==> config.mk <==
export PLATFORM = sky130hd
export DESIGN_NAME = cpu8_alu_with_flags
export DESIGN_NICKNAME = d
export VERILOG_FILES = /design/src/rtl/core/c8alu_pkg.sv /design/src/rtl/core/cpu8_alu_with_flags.sv
export SDC_FILE = /design/constraint.sdc
export NUM_CORES = 1
export LEC_CHECK = 0
export BUFFER_PORTS_ARGS = -buffer_cell sky130_fd_sc_hd__clkbuf_2
export CORE_AREA = 4 4 121 123
export CTS_BUF_LIST = sky130_fd_sc_hd__clkbuf_2 sky130_fd_sc_hd__clkbuf_4 sky130_fd_sc_hd__clkbuf_8
export CTS_CLUSTER_DIAMETER = 40
export CTS_CLUSTER_SIZE = 10
export DETAILED_ROUTE_END_ITERATION = 16
export DIE_AREA = 0 0 125 127
export PLACE_DENSITY = 0.82
export SLEW_MARGIN = 15
export SYNTH_ARGS = -nofsm -noshare
export SYNTH_HDL_FRONTEND = slang
export SYNTH_SLANG_ARGS = --single-unit
==> constraint.sdc <==
create_clock -name clk -period 4.1 [get_ports clk]
set_input_delay 0.82 -clock clk [delete_from_list [all_inputs] [get_ports clk]]
set_output_delay 0.82 -clock clk [all_outputs]
set_load 0.1 [all_outputs]
==> src/rtl/core/c8alu_pkg.sv <==
`default_nettype none

package c8alu_pkg;

    // Operation codes carried in the low bits of each input beat.
    typedef enum logic [4:0] {
        OP_LDA   = 5'd0,
        OP_ADD   = 5'd1,
        OP_ADC   = 5'd2,
        OP_SUB   = 5'd3,
        OP_SBC   = 5'd4,
        OP_AND   = 5'd5,
        OP_XOR   = 5'd6,
        OP_OR    = 5'd7,
        OP_CP    = 5'd8,
        OP_INC   = 5'd9,
        OP_DEC   = 5'd10,
        OP_DAA   = 5'd11,
        OP_CPL   = 5'd12,
        OP_CCF   = 5'd13,
        OP_SCF   = 5'd14,
        OP_RLC   = 5'd15,
        OP_RRC   = 5'd16,
        OP_RL    = 5'd17,
        OP_RR    = 5'd18,
        OP_SLA   = 5'd19,
        OP_SRA   = 5'd20,
        OP_SWAP  = 5'd21,
        OP_SRL   = 5'd22,
        OP_BIT   = 5'd23,
        OP_RES   = 5'd24,
        OP_SET   = 5'd25,
        OP_ADD16 = 5'd26,
        OP_ADDSP = 5'd27,
        OP_LDF   = 5'd28
    } op_t;

    localparam int IN_W  = 48;
    localparam int OUT_W = 40;

    // BCD adjust constants.
    localparam logic [7:0] DAA_HI  = 8'h60;
    localparam logic [7:0] DAA_LO  = 8'h06;
    localparam logic [7:0] BCD_MAX = 8'h99;

    // Input beat layout, first field in the highest bits.
    typedef struct packed {
        logic [15:0] word_addend;
        logic [15:0] word_base;
        logic [2:0]  bit_index;
        logic [7:0]  operand;
        logic [4:0]  op;
    } in_item_t;

    typedef struct packed {
        logic z;
        logic n;
        logic h;
        logic c;
    } flags_t;

    // Output beat layout, first field in the highest bits.
    typedef struct packed {
        logic [3:0]  pad;
        logic        flag_c;
        logic        flag_h;
        logic        flag_n;
        logic        flag_z;
        logic [7:0]  acc_out;
        logic [15:0] word_result;
        logic [7:0]  byte_result;
    } out_item_t;

endpackage

`default_nettype wire

==> src/rtl/core/cpu8_alu_with_flags.sv <==
// An input beat passes through the input register and then the output register,
// which holds it until the sink takes it. Throughput: one beat per cycle while
// the sink does not stall; an operation uses the A and flags left by the
// previous one, all updated in the single pass between the input and output
// registers. Reset (rst_n low, asynchronous) clears A, the flags and both
// valid bits; the data registers are not reset.
`default_nettype none

module cpu8_alu_with_flags (
    input  wire logic                        clk,
    input  wire logic                        rst_n,
    input  wire logic                        s_tvalid,
    output logic                             s_tready,
    // s_tdata, from bit 0: op[4:0], operand[7:0], bit_index[2:0],
    // word_base[15:0], word_addend[15:0]
    input  wire logic [c8alu_pkg::IN_W-1:0]  s_tdata,
    output logic                             m_tvalid,
    input  wire logic                        m_tready,
    // m_tdata, from bit 0: byte_result[7:0], word_result[15:0], acc_out[7:0],
    // flag_z, flag_n, flag_h, flag_c, four zero bits of padding
    output logic [c8alu_pkg::OUT_W-1:0]      m_tdata
);

    // Input stage register. It captures a beat whenever it is empty or its
    // current contents move on to the output register in the same cycle.
    logic                  in_vld_reg;
    c8alu_pkg::in_item_t   in_data_reg;

    // Output register, which keeps a finished beat while the sink stalls.
    logic                  out_vld_reg;
    c8alu_pkg::out_item_t  out_data_reg;

    // Architectural state: accumulator and the Z/N/H/C flags.
    logic [7:0]            acc_reg;
    c8alu_pkg::flags_t     flags_reg;

    logic [7:0]            acc_next;
    c8alu_pkg::flags_t     flags_next;
    c8alu_pkg::out_item_t  out_next;

    logic                  out_free;
    logic                  advance;

    // The output register can take a new beat when it is empty or being drained.
    assign out_free = !out_vld_reg || m_tready;
    assign advance  = in_vld_reg && out_free;
    assign s_tready = !in_vld_reg || out_free;

    assign m_tvalid = out_vld_reg;
    assign m_tdata  = out_data_reg;

    always_ff @(posedge clk or negedge rst_n)
    begin
        if (!rst_n)
        begin
            in_vld_reg  <= 1'b0;
            out_vld_reg <= 1'b0;
            acc_reg     <= 8'h00;
            flags_reg   <= '0;
        end
        else
        begin
            if (s_tready)
            begin
                in_vld_reg <= s_tvalid;
            end
            if (out_free)
            begin
                out_vld_reg <= in_vld_reg;
            end
            // The state moves with the beat, so the next operation sees it.
            if (advance)
            begin
                acc_reg   <= acc_next;
                flags_reg <= flags_next;
            end
        end
    end

    always_ff @(posedge clk)
    begin
        if (s_tready && s_tvalid)
        begin
            in_data_reg <= c8alu_pkg::in_item_t'(s_tdata);
        end
        if (advance)
        begin
            out_data_reg <= out_next;
        end
    end

    // Operation datapath: one pass over narrow adders, shifters and muxes.
    logic [7:0]  v;
    logic [2:0]  bi;
    logic [15:0] wb;
    logic [15:0] wa;
    logic        cin;
    logic        carry_in;
    logic [8:0]  add_sum;
    logic [4:0]  add_half;
    logic [8:0]  sub_diff;
    logic [4:0]  sub_half;
    logic [16:0] w16_sum;
    logic [12:0] w12_sum;
    logic [8:0]  sp_low;
    logic [4:0]  sp_half;
    logic [15:0] sp_sum;
    logic [7:0]  daa_val;
    logic        daa_hi_fix;
    logic [7:0]  bit_mask;
    logic [7:0]  byte_r;
    logic [15:0] word_r;

    always_comb
    begin
        v   = in_data_reg.operand;
        bi  = in_data_reg.bit_index;
        wb  = in_data_reg.word_base;
        wa  = in_data_reg.word_addend;
        cin = flags_reg.c;

        // Carry in is used only by adc and sbc.
        carry_in = cin && (c8alu_pkg::op_t'(in_data_reg.op) == c8alu_pkg::OP_ADC ||
                           c8alu_pkg::op_t'(in_data_reg.op) == c8alu_pkg::OP_SBC);

        add_sum  = {1'b0, acc_reg} + {1'b0, v} + {8'h00, carry_in};
        add_half = {1'b0, acc_reg[3:0]} + {1'b0, v[3:0]} + {4'h0, carry_in};
        // Bit 8 / bit 4 of the difference is the borrow.
        sub_diff = {1'b0, acc_reg} - {1'b0, v} - {8'h00, carry_in};
        sub_half = {1'b0, acc_reg[3:0]} - {1'b0, v[3:0]} - {4'h0, carry_in};

        w16_sum = {1'b0, wb} + {1'b0, wa};
        w12_sum = {1'b0, wb[11:0]} + {1'b0, wa[11:0]};

        // SP plus a signed byte; H and C come from the unsigned low byte add.
        sp_low  = {1'b0, wb[7:0]} + {1'b0, v};
        sp_half = {1'b0, wb[3:0]} + {1'b0, v[3:0]};
        sp_sum  = wb + {{8{v[7]}}, v};

        // Decimal adjust. Adding 0x60 leaves the low nibble untouched, so the
        // low correction can look at the original low nibble.
        daa_hi_fix = flags_reg.c || (acc_reg > c8alu_pkg::BCD_MAX);
        if (!flags_reg.n)
        begin
            daa_val = acc_reg
                    + (daa_hi_fix ? c8alu_pkg::DAA_HI : 8'h00)
                    + ((flags_reg.h || (acc_reg[3:0] > 4'h9)) ? c8alu_pkg::DAA_LO : 8'h00);
        end
        else
        begin
            daa_val = acc_reg
                    - (flags_reg.c ? c8alu_pkg::DAA_HI : 8'h00)
                    - (flags_reg.h ? c8alu_pkg::DAA_LO : 8'h00);
        end

        bit_mask = 8'h01 << bi;

        acc_next   = acc_reg;
        flags_next = flags_reg;
        byte_r     = 8'h00;
        word_r     = 16'h0000;

        case (c8alu_pkg::op_t'(in_data_reg.op))
            c8alu_pkg::OP_LDA:
            begin
                acc_next = v;
                byte_r   = v;
            end
            c8alu_pkg::OP_ADD, c8alu_pkg::OP_ADC:
            begin
                acc_next   = add_sum[7:0];
                flags_next = '{z: (add_sum[7:0] == 8'h00), n: 1'b0,
                               h: add_half[4], c: add_sum[8]};
                byte_r     = add_sum[7:0];
            end
            c8alu_pkg::OP_SUB, c8alu_pkg::OP_SBC:
            begin
                acc_next   = sub_diff[7:0];
                flags_next = '{z: (sub_diff[7:0] == 8'h00), n: 1'b1,
                               h: sub_half[4], c: sub_diff[8]};
                byte_r     = sub_diff[7:0];
            end
            c8alu_pkg::OP_CP:
            begin
                // Compare sets the flags of a subtract and keeps A.
                flags_next = '{z: (sub_diff[7:0] == 8'h00), n: 1'b1,
                               h: sub_half[4], c: sub_diff[8]};
                byte_r     = acc_reg;
            end
            c8alu_pkg::OP_AND:
            begin
                acc_next   = acc_reg & v;
                flags_next = '{z: ((acc_reg & v) == 8'h00), n: 1'b0, h: 1'b1, c: 1'b0};
                byte_r     = acc_reg & v;
            end
            c8alu_pkg::OP_XOR:
            begin
                acc_next   = acc_reg ^ v;
                flags_next = '{z: ((acc_reg ^ v) == 8'h00), n: 1'b0, h: 1'b0, c: 1'b0};
                byte_r     = acc_reg ^ v;
            end
            c8alu_pkg::OP_OR:
            begin
                acc_next   = acc_reg | v;
                flags_next = '{z: ((acc_reg | v) == 8'h00), n: 1'b0, h: 1'b0, c: 1'b0};
                byte_r     = acc_reg | v;
            end
            c8alu_pkg::OP_INC:
            begin
                byte_r       = v + 8'h01;
                flags_next.z = (v == 8'hFF);
                flags_next.n = 1'b0;
                flags_next.h = (v[3:0] == 4'hF);
            end
            c8alu_pkg::OP_DEC:
            begin
                byte_r       = v - 8'h01;
                flags_next.z = (v == 8'h01);
                flags_next.n = 1'b1;
                flags_next.h = (v[3:0] == 4'h0);
            end
            c8alu_pkg::OP_DAA:
            begin
                acc_next     = daa_val;
                byte_r       = daa_val;
                flags_next.z = (daa_val == 8'h00);
                flags_next.h = 1'b0;
                flags_next.c = flags_reg.n ? flags_reg.c : (flags_reg.c || daa_hi_fix);
            end
            c8alu_pkg::OP_CPL:
            begin
                acc_next     = ~acc_reg;
                byte_r       = ~acc_reg;
                flags_next.n = 1'b1;
                flags_next.h = 1'b1;
            end
            c8alu_pkg::OP_CCF:
            begin
                byte_r       = acc_reg;
                flags_next.n = 1'b0;
                flags_next.h = 1'b0;
                flags_next.c = !flags_reg.c;
            end
            c8alu_pkg::OP_SCF:
            begin
                byte_r       = acc_reg;
                flags_next.n = 1'b0;
                flags_next.h = 1'b0;
                flags_next.c = 1'b1;
            end
            c8alu_pkg::OP_RLC:
            begin
                byte_r     = {v[6:0], v[7]};
                flags_next = '{z: (v == 8'h00), n: 1'b0, h: 1'b0, c: v[7]};
            end
            c8alu_pkg::OP_RRC:
            begin
                byte_r     = {v[0], v[7:1]};
                flags_next = '{z: (v == 8'h00), n: 1'b0, h: 1'b0, c: v[0]};
            end
            c8alu_pkg::OP_RL:
            begin
                byte_r     = {v[6:0], cin};
                flags_next = '{z: ({v[6:0], cin} == 8'h00), n: 1'b0, h: 1'b0, c: v[7]};
            end
            c8alu_pkg::OP_RR:
            begin
                byte_r     = {cin, v[7:1]};
                flags_next = '{z: ({cin, v[7:1]} == 8'h00), n: 1'b0, h: 1'b0, c: v[0]};
            end
            c8alu_pkg::OP_SLA:
            begin
                byte_r     = {v[6:0], 1'b0};
                flags_next = '{z: (v[6:0] == 7'h00), n: 1'b0, h: 1'b0, c: v[7]};
            end
            c8alu_pkg::OP_SRA:
            begin
                byte_r     = {v[7], v[7:1]};
                flags_next = '{z: (v[7:1] == 7'h00), n: 1'b0, h: 1'b0, c: v[0]};
            end
            c8alu_pkg::OP_SWAP:
            begin
                byte_r     = {v[3:0], v[7:4]};
                flags_next = '{z: (v == 8'h00), n: 1'b0, h: 1'b0, c: 1'b0};
            end
            c8alu_pkg::OP_SRL:
            begin
                byte_r     = {1'b0, v[7:1]};
                flags_next = '{z: (v[7:1] == 7'h00), n: 1'b0, h: 1'b0, c: v[0]};
            end
            c8alu_pkg::OP_BIT:
            begin
                byte_r       = v;
                flags_next.z = !v[bi];
                flags_next.n = 1'b0;
                flags_next.h = 1'b1;
            end
            c8alu_pkg::OP_RES:
            begin
                byte_r = v & ~bit_mask;
            end
            c8alu_pkg::OP_SET:
            begin
                byte_r = v | bit_mask;
            end
            c8alu_pkg::OP_ADD16:
            begin
                // Z is kept; H is the carry out of bit 11.
                word_r       = w16_sum[15:0];
                flags_next.n = 1'b0;
                flags_next.h = w12_sum[12];
                flags_next.c = w16_sum[16];
            end
            c8alu_pkg::OP_ADDSP:
            begin
                word_r     = sp_sum;
                flags_next = '{z: 1'b0, n: 1'b0, h: sp_half[4], c: sp_low[8]};
            end
            c8alu_pkg::OP_LDF:
            begin
                flags_next = '{z: v[7], n: v[6], h: v[5], c: v[4]};
                byte_r     = {v[7:4], 4'h0};
            end
            default:
            begin
                // Unused codes leave the state alone and report zero byte and word results.
                byte_r = 8'h00;
            end
        endcase

        out_next.pad         = 4'h0;
        out_next.flag_c      = flags_next.c;
        out_next.flag_h      = flags_next.h;
        out_next.flag_n      = flags_next.n;
        out_next.flag_z      = flags_next.z;
        out_next.acc_out     = acc_next;
        out_next.word_result = word_r;
        out_next.byte_result = byte_r;
    end

    // The accumulator and flags change only when a beat moves to the output.
    a_state_hold: assert property (@(posedge clk) disable iff (!rst_n)
        !advance |=> $stable(acc_reg) && $stable(flags_reg))
        else $error("state changed without a beat moving to the output");

    // A waiting output beat always shows the current accumulator.
    a_acc_match: assert property (@(posedge clk) disable iff (!rst_n)
        out_vld_reg |-> (out_data_reg.acc_out == acc_reg))
        else $error("output accumulator differs from the state");

    // A waiting output beat always shows the current flags.
    a_flags_match: assert property (@(posedge clk) disable iff (!rst_n)
        out_vld_reg |-> (out_data_reg.flag_z == flags_reg.z) &&
                        (out_data_reg.flag_n == flags_reg.n) &&
                        (out_data_reg.flag_h == flags_reg.h) &&
                        (out_data_reg.flag_c == flags_reg.c))
        else $error("output flags differ from the state");

    // The input side stalls only when both registers hold a beat and the sink stalls.
    a_ready_cause: assert property (@(posedge clk) disable iff (!rst_n)
        !s_tready |-> in_vld_reg && out_vld_reg && !m_tready)
        else $error("input stalled without a full pipeline");

endmodule

`default_nettype wire
==> out/qor.csv, run 1 <==
stage;metric;value;unit
yosys;Synth top area share;30.60;%
pwr;Logic pwr share;50.6;%
finish;ant diodes;0;
timing;worst slew pin tran;1069;ps
pwr;leakage;3.805;nW
drt;via count;7565;
timing;Tmin final;3737;ps
cts;Clk pin slew, worst setup/hold paths;100;ps
yosys;Yosys warnings;0;
worst_setup_path;crit path kind;reg -> reg;
yosys;dominant synthesized flop cell;edfxtp_1;
global_routing;first-pass GRT wire length;37.87;mm
floorplanning;die height;127;um
global_routing;initial antenna violation count;0;
worst_setup_path;Worst path max stage delay;480;ps
finish;fraction of layout cells with a size suffix above 1;15.50;%
global_routing;Overall Global Routing Usage;30.13;%
timing;Setup-failing EPs final;0;
yosys;Mapped Avg Cell Area;9.263;um^2
floorplanning;Cell Rows;43;
yosys;post-synth top area cell;edfxtp_1;
finish;fin nets;1100;
timing;final worst path period share;91.15;%
pwr;Overall Power;0.004266;W
pwr;switching portion of total power;45.85;%
global_routing;largest net degree at the start of global routing;49;
timing;TNS Setup;0;ps
pwr;peak supply drop;0.0002463;V
timing;RSZ-0062 raised after global routing;false;
cts;CTS H-tree lvls;3;
cts;CTS Sinks;98;
cts;Post-CTS Setup Bufs;0;
cts;clock tree from TritonCTS;done;
pwr;PD cells;471.4;nW/um^2
drt;initial DRC count;1007;
global_routing;vias in the first global route;7115;
placed_design;gpl congestion;1.016;
finish;max reg flops;36;
cts;Root Buffer;clkbuf_8;
drt;DRT Pass-1 Iters;6;
yosys;Mapped Area;8244;um^2
job;max-cap check violation count;0;
global_routing;grt ovf;0;
pwr;P_int;0.002310;W
placed_design;PortBufs;89;
floorplanning;die width;125;um
timing;Post-Route Skew;19.51;ps
worst_setup_path;crit path capture type;register;
yosys;synth top area cells;edfxtp_1 (31%), ha_1 (12%), dfrtp_1 (4.2%);
finish;Area Overhead vs Synth;9.759;%
cts;post-cts resize count;0;
drt;vias per inst;6.590;
worst_setup_path;worst endpoint required time;4250;ps
pwr;switching pwr;0.001956;W
min_path;Min-Delay Path Class;in -> async;
yosys;register area share after synthesis;34.85;%
timing;Worst slew margin;28.17;%
yosys;cell count after synthesis;890;
cts;# hold bufs at CTS;0;
drt;DRC;0;
yosys;post-synth cell types;76;
timing;max-slew violations;0;
timing;Fmax;0.2676;GHz
floorplanning;# IOs;94;
floorplanning;Core ar.;13670;um^2
worst_setup_path;worst-path maximum fanout;2;
worst_setup_path;critical-path cell list;xor2_1, nand4b_1, fa_1, ha_1, a211oi_1, o21bai_1, a21oi_1, xor2_1, o22ai_1, a211o_1, a21o_1, a21o_1;
floorplanning;die area;15880;um^2
cts;deepest clock path buffer count;2;
floorplanning;Initial Utilization;60.33;%
placed_design;DP Wirelength;18.02;mm
pwr;clock share of power;17.1;%
finish;filler instances;1167;
outcome;status;finished clean;
timing;Hold Fails Final Rpt;0;
yosys;Post-synth EDFFs;84;
pwr;sequential share of power;32.2;%
cts;cts bufs inserted;9;
yosys;Synth Register Bits;98;
drt;remaining antenna violation count;0;
cts;clock latency on the worst-skew pair;400;ps
drt;Routed WL;24.05;mm
worst_setup_path;Worst EP arrival;3890;ps
worst_setup_path;startpoint types;register;
yosys;fraction of registers with async set/reset;14.29;%
drt;WL/cell;20.95;um
worst_setup_path;Max stage delay cell, worst path;fa_1;
## cell type report
type | instances | area (um^2) | share of cell area (%)
Sequential cell | 98 | 2873 | 31.75
Tap cell | 180 | 225.2 | 2.489
Timing Repair Buffer | 109 | 595.6 | 6.582
Multi-Input combinational cell | 702 | 4964 | 54.85
Clock inverter | 7 | 106.4 | 1.175
Inverter | 43 | 161.4 | 1.784
Clock buffer | 9 | 123.9 | 1.369
## stage by stage
stage	hold WS [ps]	setup WS [ps]	area, um^2	std cells	util (%)
floorplan	449.0	439.1	8255	893	-
global placement	456.6	510.3	8818	1132	64.53
detailed placement	466.0	457.2	8818	1132	64.53
CTS	355.6	415.0	9049	1148	66.22
global route	363.1	190.1	9049	1148	66.22
finish	337.8	362.7	9049	1148	66.22
## power groups by stage
stage	Clock, W	Combinational, W	Sequential [W]
floorplan	0	0.00133	0.00170
global placement	0	0.00209	0.00139
detailed placement	0	0.00210	0.00139
CTS	0.000742	0.00212	0.00137
global route	0.000788	0.00233	0.00139
finish	0.000731	0.00216	0.00137
## worst paths after layout
path | start | endpoint | slack (ps) | depth (start not counted)
max | in_data_reg[2]$_DFFE_PP_ | m_tdata[29]$_DFFE_PP_ | 360 | 12
min | rst_n | acc_reg[0]$_DFFE_PN0P_ | 340 | 1
max reg2reg | in_data_reg[2]$_DFFE_PP_ | m_tdata[29]$_DFFE_PP_ | 360 | 12
min reg2reg | in_vld_reg$_DFFE_PN0N_ | m_tvalid$_DFFE_PN0P_ | 480 | 1
max in group asynchronous | rst_n | cin$_DFFE_PN0P_ | 3460 | 1
min in group clk | in_vld_reg$_DFFE_PN0N_ | m_tvalid$_DFFE_PN0P_ | 480 | 1
## cells by family (layout without fill, tap and decap cells)
logic type / after synthesis / count (layout) / synth area share, %
AO/OA/AOI/OAI: 277 / 277 / 22.80
XOR/XNOR: 50 / 50 / 5.312
adder cells (fa/ha/maj): 85 / 85 / 13.54
buffers and inverters: 93 / 168 / 5.115
flip-flops: 98 / 98 / 34.85
multiplexers: 10 / 10 / 1.563
other: 1 / 4 / 0.04549
AND/OR/NAND/NOR: 276 / 276 / 16.79
## routing by layer
metal	track usage [%]	wire length, um	up-vias
li1	-	-	3489
met1	39.84	9362	3479
met2	48.85	11090	504
met3	4.724	2348	93
met4	14.54	1245	0
met5	0	0	-
## critical path: cells and delay by family (launching register included)
kind                     cells  cell delay (ps)
XOR/XNOR                     2              470
AND/OR/NAND/NOR              1              240
AO/OA/AOI/OAI                7             1590
flip-flops                   1              410
adder cells (fa/ha/maj)      2              770
## layout by cell type, fill, tap and decap left out, drive strengths merged, types with 6 or more instances in the layout
cell    netlist  routed
a22oi         8       8
o21bai        9       9
fa            7       7
dfrtp        14      14
inv          43      46
nand2        74      74
xnor2        32      32
buf          21      20
clkbuf       29      98
a221oi       11      11
o21a          7       7
nor2b        11      11
nand2b       19      19
nor4         11      11
nand4        11      11
ha           78      78
edfxtp       84      84
nand3        20      20
nor2         59      59
a21o         24      24
o211ai        7       7
nor3         25      25
o21ai        53      53
a211oi       10      10
o22ai        26      26
and2          6       6
a21oi        59      59
or2           8       8
or3          11      11
xor2         18      18
a31oi        13      13
## cell usage after synthesis, types with 12 or more instances
library cell and n:
a21o_1 24, a21oi_1 57, a31oi_1 13, buf_2 12
clkbuf_1 25, dfrtp_1 14, edfxtp_1 84, ha_1 78
inv_1 43, nand2_1 74, nand2b_1 19, nand3_1 20
nor2_1 59, nor3_1 24, o21ai_0 53, o22ai_1 26
xnor2_1 32, xor2_1 18
(Power assumes the default switching activity.)
==> inputs of run 2 (changes only) <==
--- a/config.mk
+++ b/config.mk
@@ -7,10 +7,10 @@
 export LEC_CHECK = 0
 export BUFFER_PORTS_ARGS = -buffer_cell sky130_fd_sc_hd__clkbuf_2
-export CORE_AREA = 4 4 121 123
+export CORE_AREA = 2 2 119 121
 export CTS_BUF_LIST = sky130_fd_sc_hd__clkbuf_2 sky130_fd_sc_hd__clkbuf_4 sky130_fd_sc_hd__clkbuf_8
 export CTS_CLUSTER_DIAMETER = 40
 export CTS_CLUSTER_SIZE = 10
 export DETAILED_ROUTE_END_ITERATION = 16
-export DIE_AREA = 0 0 125 127
+export DIE_AREA = 0 0 121 123
 export PLACE_DENSITY = 0.82
 export SLEW_MARGIN = 15
==> constraint.sdc (replaced) <==
create_clock -name clk -period 4.1 [get_ports clk]
set_input_delay 0.82 -clock clk [delete_from_list [all_inputs] [get_ports clk]]
set_output_delay 0.82 -clock clk [all_outputs]
set_load 0.01 [all_outputs]
==> run 2 against run 1 <==
Effect of this change:
- non-clock buffer count rose by 1
- total power fell by 10%
- final area fell by 0.26%
- flip-flop and latch count did not move
- global-route usage rose by 3.3 points
- hold slack improved by 30 ps
- clock skew fell by 6.6 ps
- sequential power barely moved
- via count fell by 0.89%
- clock-buffer cell count did not move
==> out/qor.csv, run 2 (same netlist as run 1, synthesis figures left out) <==
stage;metric;value;unit;change
pwr;Logic pwr share;46.8;%;was 50.6%
job;max-cap check violation count;0;;unchanged
cts;cts bufs inserted;9;;unchanged
cts;CTS H-tree lvls;3;;unchanged
drt;Routed WL;24.17;mm;was 24.05 mm
worst_setup_path;startpoint types;register;;unchanged
worst_setup_path;crit path capture type;register;;unchanged
floorplanning;Cell Rows;43;;unchanged
min_path;Min-Delay Path Class;in -> async;;unchanged
global_routing;vias in the first global route;7193;;was 7115
floorplanning;Initial Utilization;60.57;%;was 60.33%
worst_setup_path;crit path kind;reg -> reg;;unchanged
outcome;status;finished clean;;unchanged
finish;ant diodes;0;;unchanged
finish;fin nets;1101;;was 1100
timing;Post-Route Skew;12.88;ps;was 19.51 ps
finish;Area Overhead vs Synth;9.470;%;was 9.759%
timing;max-slew violations;0;;unchanged
cts;clock tree from TritonCTS;done;;unchanged
pwr;switching pwr;0.001588;W;was 0.001956 W
pwr;PD cells;424.4;nW/um^2;was 471.4 nW/um^2
timing;RSZ-0062 raised after global routing;false;;unchanged
cts;Post-CTS Setup Bufs;0;;unchanged
worst_setup_path;worst endpoint required time;4260;ps;was 4250 ps
global_routing;first-pass GRT wire length;38.11;mm;was 37.87 mm
floorplanning;die width;121;um;was 125 um
pwr;leakage;3.795;nW;was 3.805 nW
floorplanning;# IOs;94;;unchanged
placed_design;PortBufs;89;;unchanged
worst_setup_path;Worst EP arrival;3830;ps;was 3890 ps
finish;most frequent cells in the layout;clkbuf_2 (89), edfxtp_1 (84), ha_1 (78);;unchanged
cts;Clk pin slew, worst setup/hold paths;100;ps;about the same
timing;Worst Hold Slack;367.3;ps;was 337.8 ps
cts;# hold bufs at CTS;0;;unchanged
finish;max reg flops;36;;unchanged
cts;clock latency on the worst-skew pair;390;ps;was 400 ps
placed_design;DP Wirelength;18.25;mm;was 18.02 mm
drt;DRC;0;;unchanged
timing;Setup-failing EPs final;0;;unchanged
finish;fraction of layout cells with a size suffix above 1;15.38;%;was 15.50%
timing;TNS Setup;0;ps;unchanged
timing;Tmin final;3667;ps;was 3737 ps
pwr;P_int;0.002242;W;was 0.002310 W
drt;initial DRC count;822;;was 1007
timing;Worst slew margin;28.24;%;was 28.17%
pwr;switching portion of total power;41.47;%;was 45.85%
cts;post-cts resize count;0;;unchanged
timing;Fmax;0.2727;GHz;was 0.2676 GHz
worst_setup_path;worst-path maximum fanout;4;;was 2
pwr;clock share of power;16.9;%;was 17.1%
timing;Hold Fails Final Rpt;0;;unchanged
drt;vias per inst;6.526;;was 6.590
drt;WL/cell;21.03;um;was 20.95 um
global_routing;largest net degree at the start of global routing;49;;unchanged
floorplanning;die area;14880;um^2;was 15880 um^2
global_routing;Overall Global Routing Usage;33.46;%;was 30.13%
cts;deepest clock path buffer count;2;;unchanged
finish;commonest non-fill, non-tap cell in the layout;clkbuf_2;;unchanged
timing;final worst path period share;89.43;%;was 91.15%
cts;Root Buffer;clkbuf_8;;unchanged
cts;CTS Sinks;98;;unchanged
drt;via count;7498;;was 7565
placed_design;gpl congestion;1.032;;was 1.016
drt;DRT Pass-1 Iters;7;;was 6
pwr;peak supply drop;0.0002482;V;was 0.0002463 V
floorplanning;Core ar.;13610;um^2;was 13670 um^2
timing;worst slew pin tran;1076;ps;was 1069 ps
global_routing;grt ovf;0;;unchanged
global_routing;initial antenna violation count;0;;unchanged
drt;remaining antenna violation count;0;;unchanged
pwr;sequential share of power;36.3;%;was 32.2%
floorplanning;die height;123;um;was 127 um
-- run 2: metrics by stage --
step	setup slack [ps]	util (%)	cell area, um^2	total power (W)	std cells
after floorplan	439.1	-	8255	0.002677	893
after global placement	606.7	64.84	8826	0.003133	1133
after detailed placement	469.0	64.84	8826	0.003157	1133
after CTS	461.3	66.30	9025	0.003804	1149
after global routing	213.4	66.30	9025	0.004058	1149
final	433.5	66.30	9025	0.003830	1149
-- run 2: critical path, stage by stage (launching register included) --
cell and delay, ps:
edfxtp_1 420, xor2_1 200, nand4b_1 190, inv_1 80
fa_1 410, fa_1 450, a21o_1 210, a21oi_2 260
o21bai_1 100, a211oi_1 260, a21oi_1 110, a2111oi_2 460
nand2_1 110, a21o_1 160
-- run 2: per-layer routing --
| layer | wire length [um] | global-route usage, % | part of all wire, % |
|---|---|---|---|
| met1 | 9756 | 42.88 | 40 |
| met2 | 11240 | 55.20 | 47 |
| met3 | 1978 | 4.705 | 8.2 |
| met4 | 1187 | 17.81 | 4.9 |
| met5 | 0 | 0 | 0 |
-- run 2: layout make-up --
cell class	count	area, um^2
Multi-Input combinational cell	702	4964
Fill cell	1173	4587
Sequential cell	98	2873
Timing Repair Buffer	110	603.1
Tap cell	180	225.2
Inverter	43	161.4
Clock buffer	9	123.9
Clock inverter	7	75.07
-- run 2: path summary, 6_finish.rpt --
check / endpoint / cells after the start / startpoint / slack, ps
max in group asynchronous: acc_reg[7]$_DFFE_PN0P_ / 1 / rst_n / 3390
min in group clk: m_tvalid$_DFFE_PN0P_ / 1 / in_vld_reg$_DFFE_PN0N_ / 480
setup reg to reg: m_tdata[30]$_DFFE_PP_ / 13 / in_data_reg[2]$_DFFE_PP_ / 430
hold / removal: flags_reg[2]$_DFFE_PN0P_ / 1 / rst_n / 370
hold reg to reg: m_tvalid$_DFFE_PN0P_ / 1 / in_vld_reg$_DFFE_PN0N_ / 480
setup / recovery: m_tdata[30]$_DFFE_PP_ / 13 / in_data_reg[2]$_DFFE_PP_ / 430
-- run 2: power groups by stage --
stage | Clock [W] | Sequential, W | Combinational [W]
after floorplan | 0 | 0.00137 | 0.00131
after global placement | 0 | 0.00141 | 0.00173
after detailed placement | 0 | 0.00141 | 0.00175
after CTS | 0.000655 | 0.00139 | 0.00176
after global routing | 0.000689 | 0.00141 | 0.00196
final | 0.000647 | 0.00139 | 0.00179
